**src/design/deq_pkg.sv**
```systemverilog
// deq_pkg: command codes, widths and the item type shared by the deque modules
// no dependencies
package deq_pkg;

    localparam int WORD_W = 32;
    localparam int CMD_W  = 3;
    localparam int QDEPTH = 2;

    localparam logic [CMD_W-1:0] CMD_INS_FRONT = 3'd0;
    localparam logic [CMD_W-1:0] CMD_INS_REAR  = 3'd1;
    localparam logic [CMD_W-1:0] CMD_DEL_FRONT = 3'd2;
    localparam logic [CMD_W-1:0] CMD_DEL_REAR  = 3'd3;
    localparam logic [CMD_W-1:0] CMD_PEEK      = 3'd4;

    typedef struct packed {
        logic [CMD_W-1:0]         op;
        logic signed [WORD_W-1:0] word;
    } deq_item_t;

endpackage

```
**src/design/deq_ram.sv**
```systemverilog
// deq_ram: generic ram, one write port, two registered read ports
// no dependencies
module deq_ram #(
    parameter int WIDTH = 32,
    parameter int DEPTH = 16
) (
    input  logic                     clk,
    input  logic                     we,
    input  logic [$clog2(DEPTH)-1:0] waddr,
    input  logic [WIDTH-1:0]         wdata,
    input  logic [$clog2(DEPTH)-1:0] raddr_a,
    input  logic [$clog2(DEPTH)-1:0] raddr_b,
    output logic [WIDTH-1:0]         rdata_a,
    output logic [WIDTH-1:0]         rdata_b
);

    logic [WIDTH-1:0] mem [DEPTH];

    always_ff @(posedge clk)
    begin
        if (we)
        begin
            mem[waddr] <= wdata;
        end
        rdata_a <= mem[raddr_a];
        rdata_b <= mem[raddr_b];
    end

endmodule

```
**src/design/deq_front.sv**
```systemverilog
// deq_front: takes input words, folds unused command codes into peek and
// holds them in a short queue for the back end; uses deq_pkg
module deq_front (
    input  logic                               clk,
    input  logic                               rst_n,
    input  logic                               in_valid,
    output logic                               in_ready,
    input  logic [deq_pkg::CMD_W-1:0]          command,
    input  logic signed [deq_pkg::WORD_W-1:0]  data_value,
    output logic                               item_valid,
    input  logic                               item_ready,
    output deq_pkg::deq_item_t                 item
);

    import deq_pkg::*;

    localparam int QPW = $clog2(QDEPTH);

    deq_item_t          q_reg [QDEPTH];
    logic [QPW-1:0]     wr_ptr_reg, wr_ptr_next;
    logic [QPW-1:0]     rd_ptr_reg, rd_ptr_next;
    logic [QPW:0]       fill_reg, fill_next;
    deq_item_t          in_item;
    logic               push, pop;

    // anything beyond delete rear behaves as peek
    always_comb
    begin
        in_item.word = data_value;
        case (command)
            CMD_INS_FRONT: in_item.op = CMD_INS_FRONT;
            CMD_INS_REAR:  in_item.op = CMD_INS_REAR;
            CMD_DEL_FRONT: in_item.op = CMD_DEL_FRONT;
            CMD_DEL_REAR:  in_item.op = CMD_DEL_REAR;
            default:       in_item.op = CMD_PEEK;
        endcase
    end

    assign in_ready   = (fill_reg != (QPW+1)'(QDEPTH));
    assign item_valid = (fill_reg != '0);
    assign item       = q_reg[rd_ptr_reg];
    assign push       = in_valid && in_ready;
    assign pop        = item_valid && item_ready;

    always_comb
    begin
        wr_ptr_next = wr_ptr_reg;
        rd_ptr_next = rd_ptr_reg;
        fill_next   = fill_reg;
        if (push)
        begin
            wr_ptr_next = (wr_ptr_reg == QPW'(QDEPTH-1)) ? '0 : wr_ptr_reg + 1'b1;
        end
        if (pop)
        begin
            rd_ptr_next = (rd_ptr_reg == QPW'(QDEPTH-1)) ? '0 : rd_ptr_reg + 1'b1;
        end
        if (push && !pop)
        begin
            fill_next = fill_reg + 1'b1;
        end
        else if (pop && !push)
        begin
            fill_next = fill_reg - 1'b1;
        end
    end

    always_ff @(posedge clk or negedge rst_n)
    begin
        if (!rst_n)
        begin
            wr_ptr_reg <= '0;
            rd_ptr_reg <= '0;
            fill_reg   <= '0;
        end
        else
        begin
            wr_ptr_reg <= wr_ptr_next;
            rd_ptr_reg <= rd_ptr_next;
            fill_reg   <= fill_next;
        end
    end

    always_ff @(posedge clk)
    begin
        if (push)
        begin
            q_reg[wr_ptr_reg] <= in_item;
        end
    end

endmodule

```
**src/design/deq_back.sv**
```systemverilog
// deq_back: carries out deque commands on a ring with head pointer and count,
// reads both ends from the word ram and fills the output register; uses deq_pkg, deq_ram
module deq_back #(
    parameter int CAPACITY = 16
) (
    input  logic                                clk,
    input  logic                                rst_n,
    input  logic                                item_valid,
    output logic                                item_ready,
    input  deq_pkg::deq_item_t                  item,
    output logic                                out_valid,
    input  logic                                out_ready,
    output logic                                ignored,
    output logic [$clog2(CAPACITY+1)-1:0]       count,
    output logic                                is_full,
    output logic                                is_empty,
    output logic signed [deq_pkg::WORD_W-1:0]   front_value,
    output logic signed [deq_pkg::WORD_W-1:0]   rear_value
);

    import deq_pkg::*;

    localparam int AW = $clog2(CAPACITY);
    localparam int CW = $clog2(CAPACITY+1);
    localparam int SW = CW + 1;

    localparam logic S_EXEC = 1'b0;
    localparam logic S_LOAD = 1'b1;

    logic                state_reg;
    logic [AW-1:0]       head_reg, head_next;
    logic [CW-1:0]       cnt_reg, cnt_next;
    logic                out_valid_reg;
    logic                pend_ign_reg, ign;
    logic                byp_front_reg, byp_rear_reg;
    logic [WORD_W-1:0]   byp_word_reg;

    logic                take, full_now, empty_now, wr_c, we;
    logic [AW-1:0]       head_dec, head_inc, tail_idx, waddr, rear_idx;
    logic [SW-1:0]       tail_sum, rear_sum;
    logic [CW-1:0]       rear_off;
    logic                byp_front, byp_rear;
    logic [WORD_W-1:0]   rd_front, rd_rear;

    assign item_ready = (state_reg == S_EXEC) && (!out_valid_reg || out_ready);
    assign take       = item_valid && item_ready;

    always_comb
    begin
        full_now  = (cnt_reg == CW'(CAPACITY));
        empty_now = (cnt_reg == '0);
        head_dec  = (head_reg == '0) ? AW'(CAPACITY-1) : head_reg - 1'b1;
        head_inc  = (head_reg == AW'(CAPACITY-1)) ? '0 : head_reg + 1'b1;
        tail_sum  = SW'(head_reg) + SW'(cnt_reg);
        tail_idx  = (tail_sum >= SW'(CAPACITY)) ? AW'(tail_sum - SW'(CAPACITY))
                                                : AW'(tail_sum);
        head_next = head_reg;
        cnt_next  = cnt_reg;
        ign       = 1'b0;
        wr_c      = 1'b0;
        waddr     = head_reg;
        case (item.op)
            CMD_INS_FRONT:
            begin
                if (full_now)
                begin
                    ign = 1'b1;
                end
                else
                begin
                    head_next = head_dec;
                    waddr     = head_dec;
                    wr_c      = 1'b1;
                    cnt_next  = cnt_reg + 1'b1;
                end
            end
            CMD_INS_REAR:
            begin
                if (full_now)
                begin
                    ign = 1'b1;
                end
                else
                begin
                    waddr    = tail_idx;
                    wr_c     = 1'b1;
                    cnt_next = cnt_reg + 1'b1;
                end
            end
            CMD_DEL_FRONT:
            begin
                if (empty_now)
                begin
                    ign = 1'b1;
                end
                else
                begin
                    head_next = head_inc;
                    cnt_next  = cnt_reg - 1'b1;
                end
            end
            CMD_DEL_REAR:
            begin
                if (empty_now)
                begin
                    ign = 1'b1;
                end
                else
                begin
                    cnt_next = cnt_reg - 1'b1;
                end
            end
            default:
            begin
                ign = 1'b0;
            end
        endcase

        rear_off = (cnt_next == '0) ? '0 : cnt_next - 1'b1;
        rear_sum = SW'(head_next) + SW'(rear_off);
        rear_idx = (rear_sum >= SW'(CAPACITY)) ? AW'(rear_sum - SW'(CAPACITY))
                                               : AW'(rear_sum);

        // the word just written is one end (or both, with a single word held);
        // the ram read of that end is replaced by the word itself
        byp_front = wr_c && ((item.op == CMD_INS_FRONT) || (cnt_next == CW'(1)));
        byp_rear  = wr_c && ((item.op == CMD_INS_REAR)  || (cnt_next == CW'(1)));
        we        = take && wr_c;
    end

    deq_ram #(
        .WIDTH (WORD_W),
        .DEPTH (CAPACITY)
    ) u_ram (
        .clk     (clk),
        .we      (we),
        .waddr   (waddr),
        .wdata   (item.word),
        .raddr_a (head_next),
        .raddr_b (rear_idx),
        .rdata_a (rd_front),
        .rdata_b (rd_rear)
    );

    always_ff @(posedge clk or negedge rst_n)
    begin
        if (!rst_n)
        begin
            state_reg     <= S_EXEC;
            head_reg      <= '0;
            cnt_reg       <= '0;
            out_valid_reg <= 1'b0;
        end
        else
        begin
            if (take)
            begin
                state_reg <= S_LOAD;
                head_reg  <= head_next;
                cnt_reg   <= cnt_next;
            end
            else if (state_reg == S_LOAD)
            begin
                state_reg <= S_EXEC;
            end

            if (state_reg == S_LOAD)
            begin
                out_valid_reg <= 1'b1;
            end
            else if (out_ready)
            begin
                out_valid_reg <= 1'b0;
            end
        end
    end

    always_ff @(posedge clk)
    begin
        if (take)
        begin
            pend_ign_reg  <= ign;
            byp_front_reg <= byp_front;
            byp_rear_reg  <= byp_rear;
            byp_word_reg  <= item.word;
        end
        if (state_reg == S_LOAD)
        begin
            ignored  <= pend_ign_reg;
            count    <= cnt_reg;
            is_full  <= (cnt_reg == CW'(CAPACITY));
            is_empty <= (cnt_reg == '0);
            if (cnt_reg == '0)
            begin
                front_value <= '0;
                rear_value  <= '0;
            end
            else
            begin
                front_value <= byp_front_reg ? byp_word_reg : rd_front;
                rear_value  <= byp_rear_reg  ? byp_word_reg : rd_rear;
            end
        end
    end

    assign out_valid = out_valid_reg;

    a_cnt_bound: assert property (@(posedge clk) disable iff (!rst_n)
        cnt_reg <= CW'(CAPACITY))
        else $error("held count above capacity");

    a_head_bound: assert property (@(posedge clk) disable iff (!rst_n)
        head_reg <= AW'(CAPACITY-1))
        else $error("head pointer out of range");

    a_load_once: assert property (@(posedge clk) disable iff (!rst_n)
        state_reg == S_LOAD |=> state_reg == S_EXEC && out_valid_reg)
        else $error("load cycle did not present a result");

    a_take_free: assert property (@(posedge clk) disable iff (!rst_n)
        take |-> (!out_valid_reg || out_ready))
        else $error("command started while output register blocked");

    a_empty_zero: assert property (@(posedge clk) disable iff (!rst_n)
        $past(state_reg == S_LOAD) && is_empty |-> front_value == '0 && rear_value == '0)
        else $error("empty result carries nonzero end words");

endmodule

```
**src/design/double_ended_queue.sv**
```systemverilog
// double_ended_queue: top level of the bounded deque of signed 32-bit words
// depends on deq_pkg, deq_front, deq_back (which holds deq_ram)
//
// usage:
//   input channel in_valid/in_ready carries command and data_value; output
//   channel out_valid/out_ready returns ignored, count, is_full, is_empty,
//   front_value and rear_value, one result word for every input word.
//   commands: insert front, insert rear, delete front, delete rear, peek;
//   codes above peek act as peek. an insert when full or a delete when empty
//   leaves the contents alone and returns ignored high.
//   a word accepted passes through the input queue, then the back end's
//   execute state and its load state, in which the ram's registered read of
//   both queue ends fills the output register; no command is taken in load.
//   a 2-entry queue lets the input keep accepting while the back end works
//   or the output waits; when the receiver stalls, the result holds in the
//   output register, the back end stops and the input queue fills, then
//   in_ready drops.
//   reset empties the deque (count 0, head 0) and the input queue; the word
//   ram is not cleared, only positions written by inserts are ever read.
module double_ended_queue #(
    parameter int CAPACITY = 16
) (
    input  logic                               clk,
    input  logic                               rst_n,
    input  logic                               in_valid,
    output logic                               in_ready,
    input  logic [deq_pkg::CMD_W-1:0]          command,
    input  logic signed [deq_pkg::WORD_W-1:0]  data_value,
    output logic                               out_valid,
    input  logic                               out_ready,
    output logic                               ignored,
    output logic [$clog2(CAPACITY+1)-1:0]      count,
    output logic                               is_full,
    output logic                               is_empty,
    output logic signed [deq_pkg::WORD_W-1:0]  front_value,
    output logic signed [deq_pkg::WORD_W-1:0]  rear_value
);

    import deq_pkg::*;

    deq_item_t item;
    logic      item_valid;
    logic      item_ready;

    deq_front u_front (
        .clk        (clk),
        .rst_n      (rst_n),
        .in_valid   (in_valid),
        .in_ready   (in_ready),
        .command    (command),
        .data_value (data_value),
        .item_valid (item_valid),
        .item_ready (item_ready),
        .item       (item)
    );

    deq_back #(
        .CAPACITY (CAPACITY)
    ) u_back (
        .clk         (clk),
        .rst_n       (rst_n),
        .item_valid  (item_valid),
        .item_ready  (item_ready),
        .item        (item),
        .out_valid   (out_valid),
        .out_ready   (out_ready),
        .ignored     (ignored),
        .count       (count),
        .is_full     (is_full),
        .is_empty    (is_empty),
        .front_value (front_value),
        .rear_value  (rear_value)
    );

endmodule

```
**config.mk**
```make
export PLATFORM = sky130hd
export DESIGN_NAME = double_ended_queue
export DESIGN_NICKNAME = d
export VERILOG_FILES = /design/src/design/deq_pkg.sv /design/src/design/deq_ram.sv /design/src/design/deq_front.sv /design/src/design/deq_back.sv /design/src/design/double_ended_queue.sv
export SDC_FILE = /design/constraint.sdc
export NUM_CORES = 1
export LEC_CHECK = 0
export ABC_CLOCK_PERIOD_IN_PS = 7950
export BUFFER_PORTS_ARGS = -buffer_cell sky130_fd_sc_hd__buf_2
export CORE_MARGIN = 2
export CORE_UTILIZATION = 60
export CTS_CLUSTER_SIZE = 40
export DETAILED_ROUTE_END_ITERATION = 10
export MAX_ROUTING_LAYER = met4
export PLACE_DENSITY = 0.86
export RECOVER_POWER = 25
export SYNTH_ARGS = -nofsm -noshare
export SYNTH_HDL_FRONTEND = slang
export SYNTH_SLANG_ARGS = --single-unit
```
**constraint.sdc**
```tcl
create_clock -name clk -period 7.95 [get_ports clk]
set_clock_uncertainty 0.05 [all_clocks]
set_input_delay 0.795 -clock clk [delete_from_list [all_inputs] [get_ports clk]]
set_output_delay 0.795 -clock clk [all_outputs]
set_load 0.005 [all_outputs]
```
== Yosys cells after proc, flatten, opt, wreduce, memory -nomap -nowiden ==
Memories as Yosys holds them, arrays and structs flattened. A register that Yosys moved wholly into a read port is not among the register bits.
Index checks and enable logic that the tools add are counted.
Word-level totals
  bits in registers: 122
  bits in writable memories: 582
  input bits: 39
  output and inout bits: 74
  word-level logic and storage cells: 101
  memories: 2
Cells by class
  $add $sub $neg: 13
  $lt $le $gt $ge: 2
  equality and inequality tests: 10
  multiplexer cells: 32
  bitwise operators: 1
  reductions and logical operators: 24
Memories
  u_back.u_ram.mem: words 16, width 32, rd ports 2, clocked after Yosys merged registers in 2, write ports 1, line deq_ram.sv:17  | logic [WIDTH-1:0] mem [DEPTH];
  u_front.q_reg: words 2, width 35, rd ports 1, clocked after Yosys merged registers in 0, write ports 1, line deq_front.sv:19  | deq_item_t q_reg [QDEPTH];
Operators with widths (count)
  $mux 32: 2
  $mux 4: 7
  $pmux 4 s2: 2
  $mux 5: 3
  $mux 1: 13
  $add 4x5->6: 2
  $eq 3x2->1 const B: 4
  $ge 6x5->1 const B: 2
  $pmux 3 s4: 1
  $sub 4x1->4 const B: 3
  $logic_not 5->1: 2
  $pmux 5 s2: 1
  $sub 5x1->5 const B: 2
  $logic_and 1x1->1: 8
  $eq 3x1->1 const B: 2
  $logic_not 3->1: 2
  $reduce_bool 2->1: 3
  $add 5x1->5 const B: 1
  $eq 5x1->1 const B: 1
  $eq 5x5->1 const B: 1
  $add 4x1->4 const B: 1
  $eq 4x4->1 const B: 1
  $logic_not 4->1: 1
  $mux 2: 2
  other kinds (9): 15

== Logic depth before layout (Yosys ltp) ==
Gate-level depths: netlist of run 1.
An unclocked memory read counts as a cell.
  depth in word-level cells: 9
  depth in mapped cells: 18
  mapped depth without buffers: 17

== Cells and area by module ==
A second synthesis of run 1 with hierarchy kept.
Second synthesis, totals
  cells, all modules: 1704
  area, all modules: 32671.3 µm²
By module, submodules not included
  deq_ram: times used 1, cells each 1141, area an instance 24188.2 µm², seq. area each 16656.0 µm²
  deq_back: times used 1, cells each 433, area an instance 5596.6 µm², seq. area each 3488.3 µm²
  deq_front: times used 1, cells each 130, area an instance 2886.5 µm², seq. area each 2202.1 µm²

== Least setup slack after synthesis of run 1 ==
No wires, ideal clock.
  path kind: reg-to-reg
  start: reg u_back.cnt_reg[1]
  end: reg u_back.u_ram.rdata_b[11] (read register of u_back.u_ram.mem)
  setup time: 134 ps
  arrival: 4591 ps
  data required time: 7766 ps
  path slack: 3175 ps
  cell stages (with the launch flop): 15
  path buffers: 2
  clock period less this slack: 4775 ps
  cell sequence: dfrtp_1 -> inv_1 -> ha_1 -> or4b_4 -> clkinv_4 -> a21oi_2 -> a221oi_1 -> a41oi_1 -> nor3_1 -> a21oi_1 -> ha_1 -> clkbuf_1 -> clkbuf_1 -> mux4_2 -> mux4_2
Between the ends
  longest elaborated chain between the ends: 8
  elaborated cells between the ends (all ways): 17
  classes of those cells: add/sub (5); order compare (1); eq/ne (1); mux (8); reduce/logical (2)
Ends and longest elaborated chain
  start: declaration: line deq_back.sv:32  | logic [CW-1:0] cnt_reg, cnt_next;
  start signal: assignment: line deq_back.sv:160  | cnt_reg <= cnt_next;
  $sub 5x1->5, or another cell as far along: line deq_back.sv:99, deq_back.sv:110
  $mux 5, on equally long branches
  $pmux 5 s2: line deq_back.sv:62  | case (item.op)
  $sub 5x1->5 or $logic_not 5->1 (tied branches): line deq_back.sv:119  | rear_off = (cnt_next == '0) ? '0 : cnt_next - 1'b1;
  $mux 5: line deq_back.sv:119
  $add 4x5->6 *: line deq_back.sv:120  | rear_sum = SW'(head_next) + SW'(rear_off);
  $ge 6x5->1 or $sub 4x1->4 (tied branches): line deq_back.sv:121  | rear_idx = (rear_sum >= SW'(CAPACITY)) ? AW'(rear_sum - SW'(CAPACITY))
  $mux 4 *: line deq_back.sv:121
  end: declaration: line deq_ram.sv:14  | output logic [WIDTH-1:0] rdata_b
Every way passes the cells marked *; elsewhere a longest branch is shown, timed or not.
A chain may end at the register's enable or synchronous reset.

== Worst setup path in the final report of run 1 ==
  start: reg u_front.rd_ptr_reg
  end: reg u_back.u_ram.rdata_b[1] (read register of u_back.u_ram.mem)
Between the ends
  longest elaborated chain between the ends: 9
  elaborated cells between the ends (all ways): 16
  classes of those cells: add/sub (3); order compare (1); eq/ne (3); mux (4); reduce/logical (4); memory (1)
Ends and longest elaborated chain
  start: declaration: line deq_front.sv:21  | logic [QPW-1:0] rd_ptr_reg, rd_ptr_next;
  start signal: assignment: line deq_front.sv:79  | rd_ptr_reg <= rd_ptr_next;
  $mem_v2 2x35 *
  $eq 3x2->1, or another cell as far along: line deq_back.sv:62
  $reduce_or 2->1 (no line)
  $pmux 5 s2: line deq_back.sv:62
  $sub 5x1->5 or $logic_not 5->1 (tied branches): line deq_back.sv:119
  $mux 5: line deq_back.sv:119
  $add 4x5->6 *: line deq_back.sv:120
  $ge 6x5->1 or $sub 4x1->4 (tied branches): line deq_back.sv:121
  $mux 4 *: line deq_back.sv:121
Marks and branches as above.

==> flow_summary.json, run 1 <==
{
  "final_hold_viol_count": 0,
  "n_fill_cell": 3524,
  "clock-sinks": 768,
  "postCtsSetupRepairBufs": 0,
  "grt_overflow": 0,
  "cts_tree": "yes",
  "nets": 2134,
  "synth_fp_nets": 2033,
  "largest_reg_flops": 512,
  "grt_start_max_net_pins": 100,
  "port_buffers": 112,
  "r2r_end": "u_back.u_ram.rdata_b[1]",
  "cp_max_fo": 57,
  "synth-adder-area-share": 0.00605,
  "ys_types": 55,
  "pin_count": 113,
  "crit_arrival_ns": 6.98,
  "yosysWarnings": 0,
  "layout-drive-gt1-share": 0.277,
  "r2r-start": "u_front.rd_ptr_reg",
  "syn_inst": 1979,
  "failed_checks": "capacitance limit, slew limit",
  "start_util": 0.608,
  "path_clk_slew_ns": 0.06,
  "worstPathRequired_ns": 8.40,
  "die_h_um": 240,
  "routed_wl_mm": 80.2,
  "synth.avg_cell_area_um2": 16.9,
  "clockBufferDepth": 3,
  "min_path_type": "in2async",
  "cts-root-buf": "clkbuf_16",
  "final_common_cell": "edfxtp_1",
  "met2WireLength_mm": 39.1,
  "dieArea_um2": 57700,
  "highest_layer": "met4",
  "synth_mux_area_frac": 0.222,
  "area_growth_pct": 12.1,
  "diodes": 0,
  "synth_top_family_by_area": "multiplexers",
  "slew_violations": 123,
  "rsz0062_at_grt": "false",
  "synth-seq-area-share": 0.668,
  "vias": 19500,
  "antenna_found_initial": 0,
  "synth_edf_count": 689,
  "hpwlAfterDp_mm": 42.3,
  "criticalPathCategory": "reg2reg",
  "first_global_vias": 19800,
  "die_w_um": 240,
  "h-tree-depth": 3,
  "grt_pass1_wl_mm": 119,
  "fin_setup_tns_ns": 0,
  "synth_xor_area_frac": 0.00385,
  "grt_use_total": 0.291,
  "synth_compound_area_frac": 0.0391,
  "ys.flop_type": "edfxtp_1",
  "mostFrequentLayoutCells": "edfxtp_1 (689), mux2i_1 (202), nand2_1 (164), mux4_2 (159), mux2_2 (147)",
  "clk_latency_ns": 0.63,
  "worstMarginPinSlew_ns": 2.97,
  "multiInputGateArea_um2": 10700,
  "synthArstFlopShare": 0.0195,
  "core_um2": 55100,
  "viasPerCell": 6.76,
  "cts_resized": 0,
  "ant_nets": 0,
  "hold_buffers": 0,
  "register_area_um2": 22300,
  "finalSetupViolations": 0,
  "rrSetupSlack_ns": 1.42,
  "m1WireLength_mm": 29.7,
  "wl_met3_mm": 8.17,
  "crit_path_start_kind": "register",
  "cts_buffers": 76,
  "row_count": 86,
  "first_pass_iters": 6,
  "crit_start": "u_front.rd_ptr_reg",
  "ys_seq_elements": 768,
  "routedWlPerCell_um": 27.7,
  "crit_path_end_kind": "register",
  "finalWeightedCongestion": 0.894,
  "status": "complete, but fails checks",
  "slew_headroom": -0.981,
  "syn_area_um2": 33500,
  "drtIter0Drc": 2725,
  "drcViolationCount": 0,
  "post-route-min-period_ns": 6.53,
  "ff2ff_path_depth": 11,
  "fmax_mhz": 153,
  "drv_cap": 3,
  "yosys.area_share.simple": 0.0431,
  "fin_crit_sh": 0.822
}
cell families (layout without fill, tap and decap cells):
family                   after synthesis  after routing
adder cells (fa/ha/maj)               15             15
flip-flops                           768            768
buffers and inverters                149            312
multiplexers                         521            521
AO/OA/AOI/OAI                        181            181
XOR/XNOR                              13             13
AND/OR/NAND/NOR                      332            332
critical path, cell delays in order (launching register included):
cell and delay [ns]:
dfrtp_1 1.13, buf_4 0.53, mux2_2 0.46, a21oi_1 0.35
a221oi_1 0.20, o22ai_4 0.55, ha_4 0.22, inv_1 0.06
fa_4 1.52, buf_12 0.41, mux4_2 0.37, mux4_2 0.47
layout make-up:
cell class / instances / area share
sequential: 768 / 0.595
inverter: 18 / 0.00193
clock inverter: 33 / 0.0110
timing repair buffer: 154 / 0.0234
tap: 748 / 0.0249
multi-input combinational: 1062 / 0.286
clock buffer: 107 / 0.0574
cells in the mapped netlist, types with 2 or more instances:
cell type | number | share of area
a31oi_1 | 2 | 0.00037
ha_1 | 13 | 0.0049
a21o_1 | 4 | 0.00090
nor3_1 | 6 | 0.00090
buf_1 | 9 | 0.0010
nor2b_1 | 4 | 0.00075
nor2_1 | 93 | 0.010
or3_1 | 2 | 0.00037
o22ai_1 | 2 | 0.00037
nand4_1 | 33 | 0.0062
xnor2_1 | 8 | 0.0021
buf_2 | 26 | 0.0039
fa_1 | 2 | 0.0012
edfxtp_1 | 689 | 0.62
mux2i_1 | 202 | 0.060
xor2_1 | 3 | 0.00079
a21oi_2 | 2 | 0.00052
and3_1 | 5 | 0.00093
inv_1 | 16 | 0.0018
or3b_1 | 2 | 0.00052
mux4_2 | 159 | 0.11
dfxtp_1 | 64 | 0.038
nand2b_1 | 5 | 0.00093
clkbuf_1 | 92 | 0.010
dfrtp_1 | 15 | 0.011
mux2_2 | 159 | 0.053
buf_6 | 4 | 0.0013
xnor2_2 | 2 | 0.00097
a21oi_1 | 16 | 0.0024
o21ai_0 | 14 | 0.0021
nand2_1 | 164 | 0.018
o21a_1 | 3 | 0.00067
a221oi_1 | 4 | 0.0010
nand3_1 | 10 | 0.0015
o211ai_1 | 125 | 0.028
worst max path at each step:
stage | endpoint | slack [ns]
finish | u_back.u_ram.rdata_b[1] | 1.42
floorplan | u_back.u_ram.rdata_b[11] | 3.17
CTS | u_back.u_ram.rdata_b[25] | 1.70
global route | u_back.u_ram.rdata_b[25] | 1.16
global placement | u_back.u_ram.rdata_b[22] | 1.86
detailed placement | u_back.u_ram.rdata_b[21] | 1.73
metrics by stage:
stage | hold WS [ns] | setup WS [ns] | cell area [um^2] | utilization | cells
2_1_floorplan | 0.350 | 3.17 | 33500 | - | 1979
3_3_place_gp | 0.361 | 1.86 | 35000 | 0.635 | 2750
3_5_place_dp | 0.368 | 1.73 | 35000 | 0.635 | 2750
4_1_cts | 0.0000998 | 1.70 | 37600 | 0.682 | 2890
5_1_grt | 0.247 | 1.16 | 37500 | 0.681 | 2890
6_report | 0.194 | 1.42 | 37500 | 0.681 | 2890
per-layer routing:
metal | vias to the layer above | track usage
met1 | 9860 | 0.371
met4 | 0 | 0.131
met2 | 1323 | 0.457
met5 | - | -
met3 | 245 | 0.0592
li1 | 8097 | -
Power of run 1 is not shown: default switching activity piles up to over one toggle a cycle in this logic, so the estimate is an artifact.
==> run 2, diff against run 1 <==
--- a/config.mk
+++ b/config.mk
@@ -5,7 +5,7 @@
 export SDC_FILE = /design/constraint.sdc
 export NUM_CORES = 1
 export LEC_CHECK = 0
-export ABC_CLOCK_PERIOD_IN_PS = 7950
+export ABC_CLOCK_PERIOD_IN_PS = 6500
 export BUFFER_PORTS_ARGS = -buffer_cell sky130_fd_sc_hd__buf_2
 export CORE_MARGIN = 2
 export CORE_UTILIZATION = 60
==> constraint.sdc (replaced) <==
create_clock -name clk -period 6.5 [get_ports clk]
set_clock_uncertainty 0.05 [all_clocks]
set_input_delay 0.65 -clock clk [delete_from_list [all_inputs] [get_ports clk]]
set_output_delay 0.65 -clock clk [all_outputs]
set_load 0.005 [all_outputs]
==> run 2 against run 1 <==
Effect of this change:
- the run still ends with capacitance limit, slew limit left
- worst hold slack worse by 0.031 ns
- cell count is 0.31% higher
- maximum frequency is 14% higher
- non-clock buffer count is 6 higher
- flip-flop and latch count stayed put
- clock-buffer cell count is 8 higher
- critical path depth is 3 higher
==> flow_summary.json, run 2 (synthesized netlist as in run 1, its figures left out) <==
{
  "r2r-start": "u_front.rd_ptr_reg",
  "clock-sinks": 768,
  "dieArea_um2": 57700,
  "cts_tree": "yes",
  "worstPathRequired_ns": 6.92,
  "start_util": 0.608,
  "ff2ff_path_depth": 14,
  "slowest_stage": "fa_4",
  "grt_overflow": 0,
  "top_usage_layer": "met2",
  "drtIter0Drc": 2271,
  "dp.cells": 2755,
  "row_count": 86,
  "drcViolationCount": 0,
  "slew_violations": 87,
  "status": "complete, but fails checks",
  "r2r_end": "u_back.u_ram.rdata_b[13]",
  "crit_arrival_ns": 6.15,
  "stdcell_count": 2899,
  "criticalPathCategory": "reg2reg",
  "port_buffers": 112,
  "post-route-min-period_ns": 5.73,
  "post-place-ws_ns": 0.857,
  "slew_headroom": -0.924,
  "drv_cap": 2,
  "vias": 19600,
  "path_cells": "buf_4 > nand3b_1 > a21oi_2 > nor2_1 > xnor2_2 > inv_1 > ha_1 > a21oi_1 > ha_4 > inv_1 > fa_4 > buf_12 > mux4_2 > mux4_2",
  "cts_buffers": 77,
  "failed_checks": "capacitance limit, slew limit",
  "max_stage_delay_ns": 1.26,
  "first_pass_iters": 8,
  "h-tree-depth": 3,
  "grt_start_max_net_pins": 189,
  "routed_wl_mm": 82.0,
  "nets": 2141,
  "first_global_vias": 20000,
  "min_path_type": "in2reg",
  "clockBufferDepth": 3,
  "largest_reg_flops": 512,
  "finalSetupViolations": 0,
  "cp_max_fo": 53,
  "use_met3": 0.0493,
  "clk_latency_ns": 0.62,
  "pin_count": 113,
  "min_path_cells": 1,
  "diodes": 0,
  "final_hold_viol_count": 0,
  "fmax_mhz": 175,
  "rrSetupSlack_ns": 0.77,
  "fin_ws_ns": 0.772,
  "crit_start": "u_front.rd_ptr_reg",
  "die_h_um": 240,
  "cts_resized": 0,
  "met1_usage": 0.384,
  "grt_pass1_wl_mm": 122,
  "use_met2": 0.468,
  "mostFrequentLayoutCells": "edfxtp_1 (689), mux2i_1 (202), nand2_1 (164), mux4_2 (159), mux2_2 (147)",
  "area_growth_pct": 12.0,
  "crit_path_end_kind": "register",
  "antenna_found_initial": 0,
  "crit_path_start_kind": "register",
  "worstSetupEndpoint": "u_back.u_ram.rdata_b[13]",
  "fin_crit_sh": 0.881,
  "layout-drive-gt1-share": 0.267,
  "viasPerCell": 6.75,
  "grt_use_total": 0.300,
  "ant_nets": 0,
  "fin_setup_tns_ns": 0,
  "worstMarginPinSlew_ns": 2.89,
  "finalWeightedCongestion": 0.914,
  "path_clk_slew_ns": 0.06,
  "cts-root-buf": "clkbuf_16",
  "rsz0062_at_grt": "false",
  "core_um2": 55100,
  "final_common_cell": "edfxtp_1",
  "routedWlPerCell_um": 28.3,
  "hpwlAfterDp_mm": 45.1,
  "die_w_um": 240
}
==> run 2: cell types whose count changed in the layout (fill, tap and decap cells not counted), sizes merged <==
cell	previous run	this run
buf	135	116
bufinv	8	3
clkbuf	126	158
clkinv	21	19
dlygate4sd3	0	1
inv	18	20
==> run 2: timing repair <==
action,4_1_cts,5_1_grt
hold endpoints to repair,15,0
hold buffers,1,0
setup buffers,0,0
==> run 2: metal layers <==
layer / routed length [um] / vias to the layer above / share of wire
li1: - / 8115 / -
met1: 30400 / 9923 / 0.37
met2: 39700 / 1227 / 0.48
met3: 7680 / 297 / 0.094
met4: 4250 / 0 / 0.052
met5: 0 / - / 0
==> run 2: worst max-delay path: cells and delay by family (launching register included) <==
kind	cells	cell delay, ns
simple gates	2	0.32
fa+ha+maj	3	1.68
compound gates	2	0.51
buf+inv	4	1.10
flops	1	0.73
mux	2	0.87
xor+xnor	1	0.27
==> run 2: how the worst min path moves through the flow <==
stage	end	from
3_3_place_gp	u_back.ignored	u_back.pend_ign_reg
3_5_place_dp	u_back.ignored	u_back.pend_ign_reg
4_1_cts	u_front.q_reg[1][26]	data_value[26]
2_1_floorplan	u_back.cnt_reg[0]	rst_n
6_report	u_front.q_reg[1][26]	data_value[26]
5_1_grt	u_front.q_reg[1][26]	data_value[26]
==> run 2: layout make-up <==
type                    count  area (um^2)
clock inverters            28          240
well taps                 748          936
repair buffers            160          950
clock buffers             115         2230
fillers                  3480        17600
flip-flops and latches    768        22300
multi-input cells        1062        10700
inverters                  18         72.6
==> run 2: stage by stage <==
| stage | util | area [um^2] | hold slack [ns] |
|---|---|---|---|
| final | 0.681 | 37500 | 0.164 |
| after global routing | 0.681 | 37500 | 0.149 |
| after CTS | 0.682 | 37600 | 0.130 |
| after detailed placement | 0.637 | 35100 | 0.372 |
| after global placement | 0.637 | 35100 | 0.361 |
| after floorplan | - | 33500 | 0.304 |
Power of run 2 is left out for the same reason.
